<file path="src/design/bfra_pkg.sv">
// ----------------------------------------------------------------------------
// Best-fit region allocator package
// Shared widths, status codes and the hole cell interface types.
// ----------------------------------------------------------------------------
`default_nettype none

package bfra_pkg;

  localparam int HOLE_ENTRIES  = 16;
  localparam int ALLOC_ENTRIES = 16;
  localparam int POS_BITS      = 16;
  localparam int LEN_BITS      = POS_BITS + 1;
  localparam int OWNER_BITS    = 8;
  localparam int HIDX_BITS     = $clog2(HOLE_ENTRIES);
  localparam int AIDX_BITS     = $clog2(ALLOC_ENTRIES);
  localparam int HCNT_BITS     = $clog2(HOLE_ENTRIES + 1);

  typedef logic [POS_BITS-1:0]   pos_t;
  typedef logic [LEN_BITS-1:0]   len_t;
  typedef logic [OWNER_BITS-1:0] owner_t;
  typedef logic [HIDX_BITS-1:0]  hidx_t;
  typedef logic [HCNT_BITS-1:0]  hcnt_t;

  typedef enum logic [1:0] {
    FN_ALLOC   = 2'd0,
    FN_RELEASE = 2'd1,
    FN_ADD     = 2'd2,
    FN_NONE    = 2'd3
  } func_t;

  typedef enum logic [1:0] {
    ST_OK       = 2'd0,
    ST_NOFIT    = 2'd1,
    ST_NOTFOUND = 2'd2,
    ST_FULL     = 2'd3
  } status_t;

  // Operation broadcast to every hole cell together.
  typedef enum logic [2:0] {
    HOP_NONE   = 3'd0,
    HOP_SHL    = 3'd1, // cells at or above the index take the right neighbor
    HOP_SHR    = 3'd2, // cells above the index take the left neighbor
    HOP_WRITE  = 3'd3  // the indexed cell takes the given start and length
  } hop_t;

  typedef struct packed {
    hop_t  op;
    hidx_t idx;
    pos_t  start;
    len_t  len;
  } hcmd_t;

  typedef struct packed {
    pos_t start;
    len_t len;
  } hole_t;

endpackage

`default_nettype wire

</file>
<file path="src/design/bfra_cell.sv">
// ----------------------------------------------------------------------------
// Hole cell
// Holds one hole entry; shifts it to or from its neighbors on command.
// ----------------------------------------------------------------------------
`default_nettype none

module bfra_cell (
  input  wire logic            clk,
  input  wire bfra_pkg::hidx_t my_idx,
  input  wire bfra_pkg::hcmd_t cmd,
  input  wire bfra_pkg::hole_t left_in,
  input  wire bfra_pkg::hole_t right_in,
  output bfra_pkg::hole_t      hole
);
  import bfra_pkg::*;

  always_ff @(posedge clk) begin
    unique case (cmd.op)
      HOP_SHL: if (my_idx >= cmd.idx) hole <= right_in;
      HOP_SHR: if (my_idx > cmd.idx) hole <= left_in;
      HOP_WRITE: if (my_idx == cmd.idx) begin
        hole.start <= cmd.start;
        hole.len   <= cmd.len;
      end
      default: ;
    endcase
  end

endmodule

`default_nettype wire

</file>
<file path="src/design/best_fit_region_allocator_top.sv">
// ----------------------------------------------------------------------------
// Best-fit region allocator
// Row of hole cells walked by a sequencer, plus a register allocation table.
// ----------------------------------------------------------------------------
// Each request walks its tables one entry per cycle: allocate scans the holes, add
// scans the holes for its insertion point, release scans the allocation table and
// then the holes; up to two hole updates follow the walk.
// One item in flight; the next beat is taken in the cycle after the result is accepted.
// Synchronous reset empties both tables; no clearing pass is needed.
`default_nettype none

module best_fit_region_allocator_top (
  input  wire logic        clk,
  input  wire logic        rst,
  input  wire logic        s_tvalid,
  output logic             s_tready,
  // func[1:0], req_size[18:2], owner_id[26:19], region_start[42:27], zero pad
  input  wire logic [47:0] s_tdata,
  output logic             m_tvalid,
  input  wire logic        m_tready,
  // status[1:0], granted_start[17:2], granted_size[34:18], released_owner[42:35]
  output logic [47:0]      m_tdata
);
  import bfra_pkg::*;

  typedef enum logic [6:0] {
    S_IDLE   = 7'b0000001,
    S_ASCAN  = 7'b0000010,
    S_AUPD   = 7'b0000100,
    S_RSCAN  = 7'b0001000,
    S_ISCAN  = 7'b0010000,
    S_IUPD   = 7'b0100000,
    S_OUT    = 7'b1000000
  } state_t;

  state_t state;
  func_t  func;
  len_t   req;
  owner_t owner;
  pos_t   pos;
  hcnt_t  hole_count;
  hcnt_t  scan;        // walk index over holes
  logic   [AIDX_BITS:0] ascan;
  logic   [AIDX_BITS-1:0] hit;
  hidx_t  pick;
  logic   found_exact, found_any;
  len_t   pick_len;
  hcnt_t  ins_idx;
  logic   ins_done;
  logic   ins_both;
  status_t status;
  pos_t   gstart;
  len_t   gsize;
  owner_t rowner;

  pos_t   a_start [ALLOC_ENTRIES];
  len_t   a_len   [ALLOC_ENTRIES];
  owner_t a_owner [ALLOC_ENTRIES];
  logic   [ALLOC_ENTRIES-1:0] a_valid;

  hcmd_t  cmd;
  hole_t  holes [HOLE_ENTRIES];
  hole_t  cur;

  for (genvar g = 0; g < HOLE_ENTRIES; g++) begin : g_cell
    bfra_cell u_cell (
      .clk      (clk),
      .my_idx   (HIDX_BITS'(g)),
      .cmd      (cmd),
      .left_in  (holes[(g == 0) ? 0 : g-1]),
      .right_in (holes[(g == HOLE_ENTRIES-1) ? g : g+1]),
      .hole     (holes[g])
    );
  end

  assign cur = holes[scan[HIDX_BITS-1:0]];

  // Lowest free allocation slot (priority over 16 valid bits).
  logic [AIDX_BITS-1:0] free_slot;
  logic                 have_free;
  always_comb begin
    free_slot = '0;
    have_free = 1'b0;
    for (int i = ALLOC_ENTRIES-1; i >= 0; i--)
      if (!a_valid[i]) begin
        free_slot = AIDX_BITS'(i);
        have_free = 1'b1;
      end
  end

  // Length and early status of an incoming beat.
  len_t              in_req;
  status_t           in_status;
  logic [LEN_BITS:0] in_end;
  always_comb begin
    in_req = s_tdata[18:2];
    in_end = {1'b0, s_tdata[18:2]} + (LEN_BITS+1)'(s_tdata[42:27]);
    // An added region is clipped at the end of the space.
    if (func_t'(s_tdata[1:0]) == FN_ADD && in_end > ((LEN_BITS+1)'(1) << POS_BITS))
      in_req = len_t'(((LEN_BITS+1)'(1) << POS_BITS) - (LEN_BITS+1)'(s_tdata[42:27]));
    in_status = ST_OK;
    if (func_t'(s_tdata[1:0]) == FN_ALLOC) begin
      if (s_tdata[18:2] == '0) in_status = ST_NOFIT;
      else if (!have_free) in_status = ST_FULL;
    end
  end

  // Merge tests against the holes around the insertion index.
  hole_t lft, rgt;
  logic  mr, ml;
  logic [LEN_BITS:0] endp;
  always_comb begin
    lft = holes[hidx_t'(ins_idx - 1'b1)];
    rgt = holes[ins_idx[HIDX_BITS-1:0]];
    endp = {1'b0, req} + (LEN_BITS+1)'(pos);
    mr = (ins_idx < hole_count) && (endp == (LEN_BITS+1)'(rgt.start));
    ml = (ins_idx != '0) &&
         (({1'b0, lft.len} + (LEN_BITS+1)'(lft.start)) == (LEN_BITS+1)'(pos));
  end

  // Combined merge length for the left hole, taken from the right one too.
  len_t both_len;
  assign both_len = lft.len + req + rgt.len;

  always_comb begin
    cmd = '{op: HOP_NONE, idx: '0, start: '0, len: '0};
    if (state == S_AUPD && found_any) begin
      if (found_exact) cmd = '{op: HOP_SHL, idx: pick, start: '0, len: '0};
      else cmd = '{op: HOP_WRITE, idx: pick, start: holes[pick].start + req[POS_BITS-1:0],
                   len: pick_len - req};
    end else if (state == S_IUPD) begin
      if (!ins_done) begin
        if (mr && ml)  cmd = '{op: HOP_WRITE, idx: hidx_t'(ins_idx - 1'b1),
                               start: lft.start, len: both_len};
        else if (mr)   cmd = '{op: HOP_WRITE, idx: ins_idx[HIDX_BITS-1:0], start: pos,
                               len: rgt.len + req};
        else if (ml)   cmd = '{op: HOP_WRITE, idx: hidx_t'(ins_idx - 1'b1),
                               start: lft.start, len: lft.len + req};
        else if (hole_count != hcnt_t'(HOLE_ENTRIES))
                       cmd = '{op: HOP_SHR, idx: ins_idx[HIDX_BITS-1:0], start: '0, len: '0};
      end else if (ins_both) begin
        // The right hole was folded into the left one; close the gap.
        cmd = '{op: HOP_SHL, idx: ins_idx[HIDX_BITS-1:0], start: '0, len: '0};
      end else begin
        cmd = '{op: HOP_WRITE, idx: ins_idx[HIDX_BITS-1:0], start: pos, len: req};
      end
    end
  end

  assign s_tready = (state == S_IDLE);
  assign m_tvalid = (state == S_OUT);
  assign m_tdata  = {5'd0, rowner, gsize, gstart, status};

  always_ff @(posedge clk) begin
    if (rst) begin
      state      <= S_IDLE;
      hole_count <= '0;
      a_valid    <= '0;
    end else begin
      unique case (state)
        S_IDLE: if (s_tvalid) begin
          func   <= func_t'(s_tdata[1:0]);
          req    <= in_req;
          owner  <= s_tdata[26:19];
          pos    <= s_tdata[42:27];
          status <= in_status;
          gstart <= '0; gsize <= '0; rowner <= '0;
          scan <= '0; ascan <= '0; found_exact <= 1'b0; found_any <= 1'b0;
          ins_done <= 1'b0; ins_both <= 1'b0;
          unique case (func_t'(s_tdata[1:0]))
            FN_ALLOC:   state <= (in_status == ST_OK) ? S_ASCAN : S_OUT;
            FN_RELEASE: state <= S_RSCAN;
            FN_ADD:     state <= S_ISCAN;
            default:    state <= S_OUT;
          endcase
        end
        S_ASCAN: begin
          if (scan == hole_count || found_exact) state <= S_AUPD;
          else begin
            if (cur.len == req) begin
              found_exact <= 1'b1; found_any <= 1'b1;
              pick <= scan[HIDX_BITS-1:0]; pick_len <= cur.len;
            end else if (cur.len > req && (!found_any || cur.len < pick_len)) begin
              found_any <= 1'b1;
              pick <= scan[HIDX_BITS-1:0]; pick_len <= cur.len;
            end
            scan <= scan + 1'b1;
          end
        end
        S_AUPD: begin
          if (!found_any) status <= ST_NOFIT;
          else begin
            gstart <= holes[pick].start;
            gsize  <= req;
            if (found_exact) hole_count <= hole_count - 1'b1;
            a_start[free_slot] <= holes[pick].start;
            a_len[free_slot]   <= req;
            a_owner[free_slot] <= owner;
            a_valid[free_slot] <= 1'b1;
          end
          state <= S_OUT;
        end
        S_RSCAN: begin
          if (ascan == (AIDX_BITS+1)'(ALLOC_ENTRIES)) begin
            status <= ST_NOTFOUND; state <= S_OUT;
          end else if (a_valid[ascan[AIDX_BITS-1:0]] &&
                       a_start[ascan[AIDX_BITS-1:0]] == pos) begin
            hit <= ascan[AIDX_BITS-1:0];
            req <= a_len[ascan[AIDX_BITS-1:0]];
            state <= S_ISCAN;
          end else ascan <= ascan + 1'b1;
        end
        S_ISCAN: begin
          if (func == FN_ADD && req == '0) state <= S_OUT;
          else if (scan == hole_count || cur.start > pos) begin
            ins_idx <= scan;
            state <= S_IUPD;
          end else scan <= scan + 1'b1;
        end
        S_IUPD: begin
          if (!ins_done) begin
            if (mr && ml) begin
              hole_count <= hole_count - 1'b1;
              ins_done <= 1'b1;
              ins_both <= 1'b1;
            end else if (!mr && !ml && hole_count == hcnt_t'(HOLE_ENTRIES)) begin
              status <= ST_FULL; state <= S_OUT;
            end else if (!mr && !ml) begin
              hole_count <= hole_count + 1'b1;
              ins_done <= 1'b1;
            end else state <= S_OUT;
            if (func == FN_RELEASE &&
                !(!mr && !ml && hole_count == hcnt_t'(HOLE_ENTRIES))) begin
              a_valid[hit] <= 1'b0;
              gstart <= pos; gsize <= req; rowner <= a_owner[hit];
            end
          end else state <= S_OUT;
        end
        S_OUT: if (m_tready) state <= S_IDLE;
        default: state <= S_IDLE;
      endcase
    end
  end

endmodule

`default_nettype wire
</file>
<file path="config.mk">
export PLATFORM = sky130hd
export DESIGN_NAME = best_fit_region_allocator_top
export DESIGN_NICKNAME = d
export VERILOG_FILES = /design/src/design/bfra_pkg.sv /design/src/design/bfra_cell.sv /design/src/design/best_fit_region_allocator_top.sv
export SDC_FILE = /design/constraint.sdc
export NUM_CORES = 2
export LEC_CHECK = 0
export ABC_AREA = 0
export BUFFER_PORTS_ARGS = -buffer_cell sky130_fd_sc_hd__buf_2
export CORE_MARGIN = 4
export CORE_UTILIZATION = 40
export CTS_BUF_LIST = sky130_fd_sc_hd__clkbuf_8
export CTS_CLUSTER_DIAMETER = 30
export DETAILED_ROUTE_END_ITERATION = 8
export GPL_ROUTABILITY_DRIVEN = 0
export PLACE_DENSITY = 0.52
export SLEW_MARGIN = 20
export SYNTH_ARGS = -nofsm -noshare
export SYNTH_HDL_FRONTEND = slang
export SYNTH_HIERARCHICAL = 1
export SYNTH_SLANG_ARGS = --single-unit
</file>
<file path="constraint.sdc">
create_clock -name clk -period 28.6 [get_ports clk]
set_input_delay 2.86 -clock clk [delete_from_list [all_inputs] [get_ports clk]]
set_output_delay 2.86 -clock clk [all_outputs]
set_load 0.01 [all_outputs]
</file>
; Yosys cells after proc, flatten, opt, wreduce, memory -nomap -nowiden
; Memory sizes are Yosys's and may differ from the RTL's. A register that Yosys moved wholly into a read port is not among the register bits.
; Cells that the tools add are included.
[word_totals]
ff_bits = 686
output_inout_bits = 50
mem_bits_rw = 656
inputBits = 52
elab_cells = 514
n_memories = 3
[memory_table]
columns = name, depth, word_bits, read_ports, rd_clocked_by_memory_dff, write_ports, line_no
row1 = a_len, 16, 17, 1, 1, 1, best_fit_region_allocator_top.sv:57  ; len_t a_len [ALLOC_ENTRIES];
row2 = a_start, 16, 16, 1, 1, 1, best_fit_region_allocator_top.sv:56  ; pos_t a_start [ALLOC_ENTRIES];
row3 = a_owner, 16, 8, 1, 1, 1, best_fit_region_allocator_top.sv:58  ; owner_t a_owner [ALLOC_ENTRIES];
[op_classes]
n_eq_ne = 109
n_bitwise = 11
muxes = 210
order_cmp = 44
addsub = 14
reduce_logical = 70
[ops]
columns = op, n
row1 = 33-bit 2-to-1 mux, 54
row2 = 33-bit one-hot mux with 3 select lines, 14
row3 = 33-bit binary-select mux with 4-bit select, 4
row4 = 39-bit 2-to-1 mux, 6
row5 = 17-bit 2-to-1 mux, 10
row6 = 33-bit one-hot mux with 2 select lines, 2
row7 = 40-bit 2-to-1 mux, 3
row8 = 16-bit 2-to-1 mux, 7
row9 = 2-bit by 1-bit != test with 1-bit output (second input constant), 50
row10 = 4-bit 2-to-1 mux, 21
row11 = 7-bit 2-to-1 mux, 12
row12 = 4-bit AND reduction, 18
row13 = 5-bit 2-to-1 mux, 12
row14 = 17-bit by 16-bit adder with 18-bit output, 3
row15 = 17-bit adder, 3
row16 = 17-bit one-hot mux with 3 select lines, 1
row17 = 7-bit one-hot mux with 7 select lines, 1
row18 = 16-bit one-hot mux with 3 select lines, 1
row19 = 18-bit by 16-bit == test with 1-bit output, 2
row20 = 1-bit 2-to-1 mux, 35
row21 = 17-bit zero test, 2
row22 = 17-bit one-hot mux with 2 select lines, 1
row23 = 4-bit == test (first input constant), 8
row24 = 4-bit greater-than comparator (first input constant), 8
row25 = 74 further kinds, 180

; Longest topological paths before layout
[logic_depth]
depth_word = 24
mapped_depth = 37
depth_no_buf = 25

; Modules after synthesis
; The synthesis kept the hierarchy.
[modules_own_cells]
columns = mod, seq_area_each_um2, cells_per_inst, n_inst, area_each_um2
row1 = best_fit_region_allocator_top, 24323.3, 3660, 1, 55010.3
row2 = bfra_cell, 991.0, 161, 16, 1834.3

; Least setup slack after synthesis
; OpenSTA, ideal clock, no wires.
[synth_path]
path_kind = reg-to-reg
from = register ins_idx[0]
to = register gsize[0], enable pin
n_path_buf = 10
period_less_slack_ns = 11.506
stages_incl_launch_ff = 26
setup_time_ns = 0.506
required_ns = 28.094
path_slack_ns = 17.094
arrival_time_ns = 11.000
path_cell_list = edfxtp_1 buf_6 buf_4 buf_4 buf_4 buf_2 clkbuf_1 clkbuf_1 inv_1 ha_1 xnor2_1 clkbuf_1 clkbuf_1 mux4_2 ha_1 or4_1 o22a_1 mux2i_1 mux2i_1 or4_1 a211o_1 or2_2 buf_2 nand3_1 a21oi_1 nor4_1
[synth_via]
elab_chain_len = 15
elab_cells_between_ends = 24
classes_between = add/sub: 2 / order compare: 1 / eq/ne: 3 / mux: 6 / bitwise: 2 / reduce/logical: 10
[synth_lines]
columns = element, line_no
row1 = from (decl), best_fit_region_allocator_top.sv:48  ; hcnt_t ins_idx;
row2 = from (signal assigned), best_fit_region_allocator_top.sv:216  ; ins_idx <= scan;
row3 = 4-bit by 1-bit subtractor with 4-bit output, best_fit_region_allocator_top.sv:113  ; lft = holes[hidx_t'(ins_idx - 1'b1)];
row4 = 4-bit NOT with 5-bit output (not written as such), best_fit_region_allocator_top.sv:113
row5 = 33-bit binary-select mux with 4-bit select, best_fit_region_allocator_top.sv:113
row6 = 33-bit 2-to-1 mux (not written as such) (2 in series), best_fit_region_allocator_top.sv:113
row7 = 17-bit by 16-bit adder with 18-bit output, best_fit_region_allocator_top.sv:118  ; (({1'b0, lft.len} + (LEN_BITS+1)'(lft.start)) == (LEN_BITS+1)'(pos));
row8 = 18-bit by 16-bit == test with 1-bit output, best_fit_region_allocator_top.sv:118
row9 = 1-bit logical AND, best_fit_region_allocator_top.sv:117  ; ml = (ins_idx != '0) &&
row10 = 1-bit zero test, best_fit_region_allocator_top.sv:233  ; !(!mr && !ml && hole_count == hcnt_t'(HOLE_ENTRIES))) begin
row11 = 1-bit logical AND (*) (2 in series), best_fit_region_allocator_top.sv:233
row12 = 1-bit zero test (*), best_fit_region_allocator_top.sv:233
row13 = 1-bit logical AND (*), best_fit_region_allocator_top.sv:232  ; if (func == FN_RELEASE &&
row14 = 2-bit by 1-bit != test with 1-bit output (no line) (*), --
row15 = 6-bit AND reduction (no line) (*), --
row16 = to (signal assigned), best_fit_region_allocator_top.sv:194  ; gsize <= req;
row17 = to (signal assigned), best_fit_region_allocator_top.sv:235  ; gstart <= pos; gsize <= req; rowner <= a_owner[hit];
row18 = to (decl), best_fit_region_allocator_top.sv:53  ; len_t gsize;
; Mark *: on every way between the ends. The rest lies on a longest branch, timed or not. The select of a mux whose other input is x is not followed.
; A chain may end at the register's enable or synchronous reset.

==> key figures <==
Die
  • Chip height: 467 µm
  • Die width: 467 µm
  • Area of the die: 0.218 mm²
  • Core Rows: 168
  • Core footprint: 0.210 mm²
  • Initial Utilization: 40.2%
  • IO Count: 102

Timing
  • Setup violations, final: 0
  • Setup ws final: 16.21 ns
  • Fin Hold WS: 0.531 ns
  • Slew HR: 14.9%
  • Final worst path period share: 43.3%
  • RSZ-0062 raised after global routing: false
  • Post-route minimum period: 12.39 ns
  • Max Slew Vio Count: 0
  • Worst Skew: 0.117 ns
  • Final hold vios: 0
  • Worst slew pin tran: 1.26 ns
  • Setup TNS: 0 ns
  • FMAX: 80.7 MHz

Worst setup path
  • R2R Setup Slk: 16.21 ns
  • Max stage delay on crit path: 0.78 ns
  • Max Fanout on Critical Path: 45
  • Crit start category: flip-flop
  • Slowest CP cell: buf_4
  • Crit path DAT: 13.05 ns
  • Reg-to-reg startpoint: ins_idx[0]
  • FF-to-FF End: g_cell[6].u_cell/hole[7]
  • FF-to-FF path depth: 29
  • Crit Path Class: reg -> reg
  • Required time worst endpoint: 29.26 ns
  • CP endpoint kind: flip-flop
  • Cell mode on critical path: buf_4

Global routing
  • First-pass GRT wire length: 426 mm
  • Vias in the first global route: 58800
  • Overflow after GRT: 0
  • Initial antenna violation count: 19
  • Largest net degree at the start of global routing: 141
  • Total GRT Usage: 27.0%

Yosys
  • Area contributors post-synth: edfxtp_1, mux4_2, mux2i_1
  • Synthesized area: 0.0844 mm²
  • Area leader, netlist: edfxtp_1
  • Seq cells post-synth: 1350
  • Synth async-reset ratio: 0%
  • Primary FF master, synth: edfxtp_1
  • Top cell type's share of synthesized area: 46.8%
  • Warnings, synthesis: 6
  • Sequential element share of the synthesized area: 47.6%
  • Syn Area/Cell: 13.5 µm²
  • Cell variety after synth: 89
  • Post-Syn Instances: 6236
  • Post-synth EDFFs: 1314

Final layout
  • Fill cells: 19100
  • Reg area: 0.0402 mm²
  • Layout cells sized above 1: 24.3%
  • Finished Layout Cells: 9626
  • Fin area: 0.0953 mm²
  • Multi-input logic area: 0.0420 mm²
  • Area growth syn-to-layout: 12.9%
  • Final net count: 6858

Place
  • Dpl ws: 16.28 ns
  • Placed inst area: 0.0882 mm²
  • Dpl hpwl: 180 mm
  • # placed instances: 8994
  • IO buf count: 91

Drt
  • Number of remaining DRC errors: 0
  • Met3 wire len: 28.7 mm
  • Via-to-Cell Ratio: 6.23
  • Wire per inst: 31.2 µm
  • Initial drt markers: 6761
  • Via Count: 60000
  • Post-DRT Antenna Nets: 0
  • Wl on met1: 123 mm
  • WL met2: 138 mm
  • DRT Pass-1 Iters: 6
  • Top Layer Used: met5
  • WL final: 300 mm

Clocking
  • CTS clock-pin slew for the worst setup and hold paths: 0.05 ns
  • CTS tree: done
  • Hold_buf cts: 0
  • Buffer levels on the longest clock path: 4
  • Resized cells post-CTS: 0
  • Worst-Skew Late Latency: 1.10 ns
  • Root Buffer: clkbuf_8
  • CTS sink count: 1350
  • Setup bufs post-CTS: 0
  • H-tree depth: 5
  • Cts bufs inserted: 353

Pwr
  • Pwr Density: 60.0 mW/mm²
  • Max VDD drop: 41.5 µV
  • Leak pwr: 32.4 nW

Worst hold path
  • Min-delay worst type: reg -> reg
  • Worst Hold End: a_valid[13]
  • Hold path depth: 2
  • HP Start: a_valid[13]

Outcome
  • Status: finished clean

Run
  • Max-cap violations: 0
-- cell usage after synthesis, types with 112 or more instances --
cell type	instances
a21oi_1	173
clkbuf_1	186
edfxtp_1	1314
ha_1	254
inv_1	196
mux2i_1	606
mux4_2	754
nand2_1	664
nor2_1	152
o21ai_0	650
xnor2_1	112
-- routing by layer --
layer / vias up / global-route usage, %
met5: - / 0
met4: 6 / 9.30
met3: 588 / 5.96
met2: 3108 / 42.3
met1: 30800 / 37.3
li1: 25400 / -
-- power breakdown --
part / total, W / switching, W / leakage (nW) / internal (W)
Clock: 0.00246 / 0.000988 / 3.85 / 0.00148
Sequential: 0.00226 / 0.0000517 / 12.1 / 0.00221
Combinational: 0.000995 / 0.000578 / 16.4 / 0.000417
Total: 0.00572 / 0.00162 / 32.4 / 0.00410
-- cells by family after synthesis --
logic type / share of synthesized area [%]
other: 0.00890
AOI/OAI and AO/OA: 8.36
xor gates and xnor gates: 1.71
and+or+nand+nor: 7.23
muxes: 27.5
adders and majority gates: 3.96
buffers and inverters: 3.58
DFF: 47.6
-- layout make-up --
class | instances | share of cell area [%]
sequential | 1350 | 42.2
multi-input combinational | 4384 | 44.1
tap | 2805 | 3.68
timing repair buffer | 257 | 1.84
clock inverter | 255 | 2.14
inverter | 198 | 0.780
antenna | 11 | 0.0289
clock buffer | 366 | 5.29
-- sequential cells by signal (all words and copies together), names as in the netlist, 8 cells and up, named ones only --
name / flops
req: 17
a_valid: 16
a_owner: 128
g_cell.u_cell/hole: 528
pos: 16
owner: 8
pick_len: 17
gsize: 17
gstart: 16
rowner: 8
a_len: 272
a_start: 256
-- how the worst max path moves through the flow --
stage | cells past startpoint | startpoint | endpoint
floorplan | 25 | ins_idx[0] | gsize[0]
global placement | 29 | ins_idx[0] | g_cell[6].u_cell/hole[15]
detailed placement | 29 | ins_idx[0] | g_cell[6].u_cell/hole[15]
CTS | 29 | ins_idx[0] | g_cell[6].u_cell/hole[7]
global route | 29 | ins_idx[0] | g_cell[6].u_cell/hole[16]
finish | 29 | ins_idx[0] | g_cell[6].u_cell/hole[7]
-- critical path: cells and delay by family, from the launching register on --
family	cells	cell delay, ns
AND/OR/NAND/NOR	9	2.72
flip-flops	1	0.32
XOR/XNOR	1	0.14
AO/OA/AOI/OAI	5	1.59
buffers and inverters	9	4.77
adder cells (fa/ha/maj)	3	1.32
multiplexers	2	1.01
-- metrics by stage --
stage	total power [W]	util, %
after floorplan	0.00295	-
after global placement	0.00327	42.0
after detailed placement	0.00328	42.0
after CTS	0.00576	45.4
after global routing	0.00594	45.4
final	0.00572	45.4
-- layout by cell type, fill, tap and decap left out, types with 23 or more instances in the layout --
cell type,synthesis,final
edfxtp_1,1314,1314
mux4_2,754,754
nand2_1,664,663
o21ai_0,650,627
mux2i_1,606,606
clkbuf_8,0,366
ha_1,254,253
inv_1,196,250
a21oi_1,173,172
buf_4,26,162
nor2_1,152,132
conb_1,2,117
xnor2_1,112,110
buf_2,74,91
clkinv_2,0,81
nand3_1,74,74
nor3_1,62,61
clkinv_1,2,59
a21o_1,51,51
xor2_1,51,51
nor2b_1,46,46
a211oi_1,39,39
nand4_1,38,38
o211ai_1,33,33
o21a_1,33,33
a22oi_1,32,32
bufinv_16,0,32
dfxtp_1,36,31
nand2b_1,29,29
o21ai_1,13,26
a31oi_1,26,26
nor3b_1,26,26
or3_1,23,23
(Power assumes the default switching activity.)
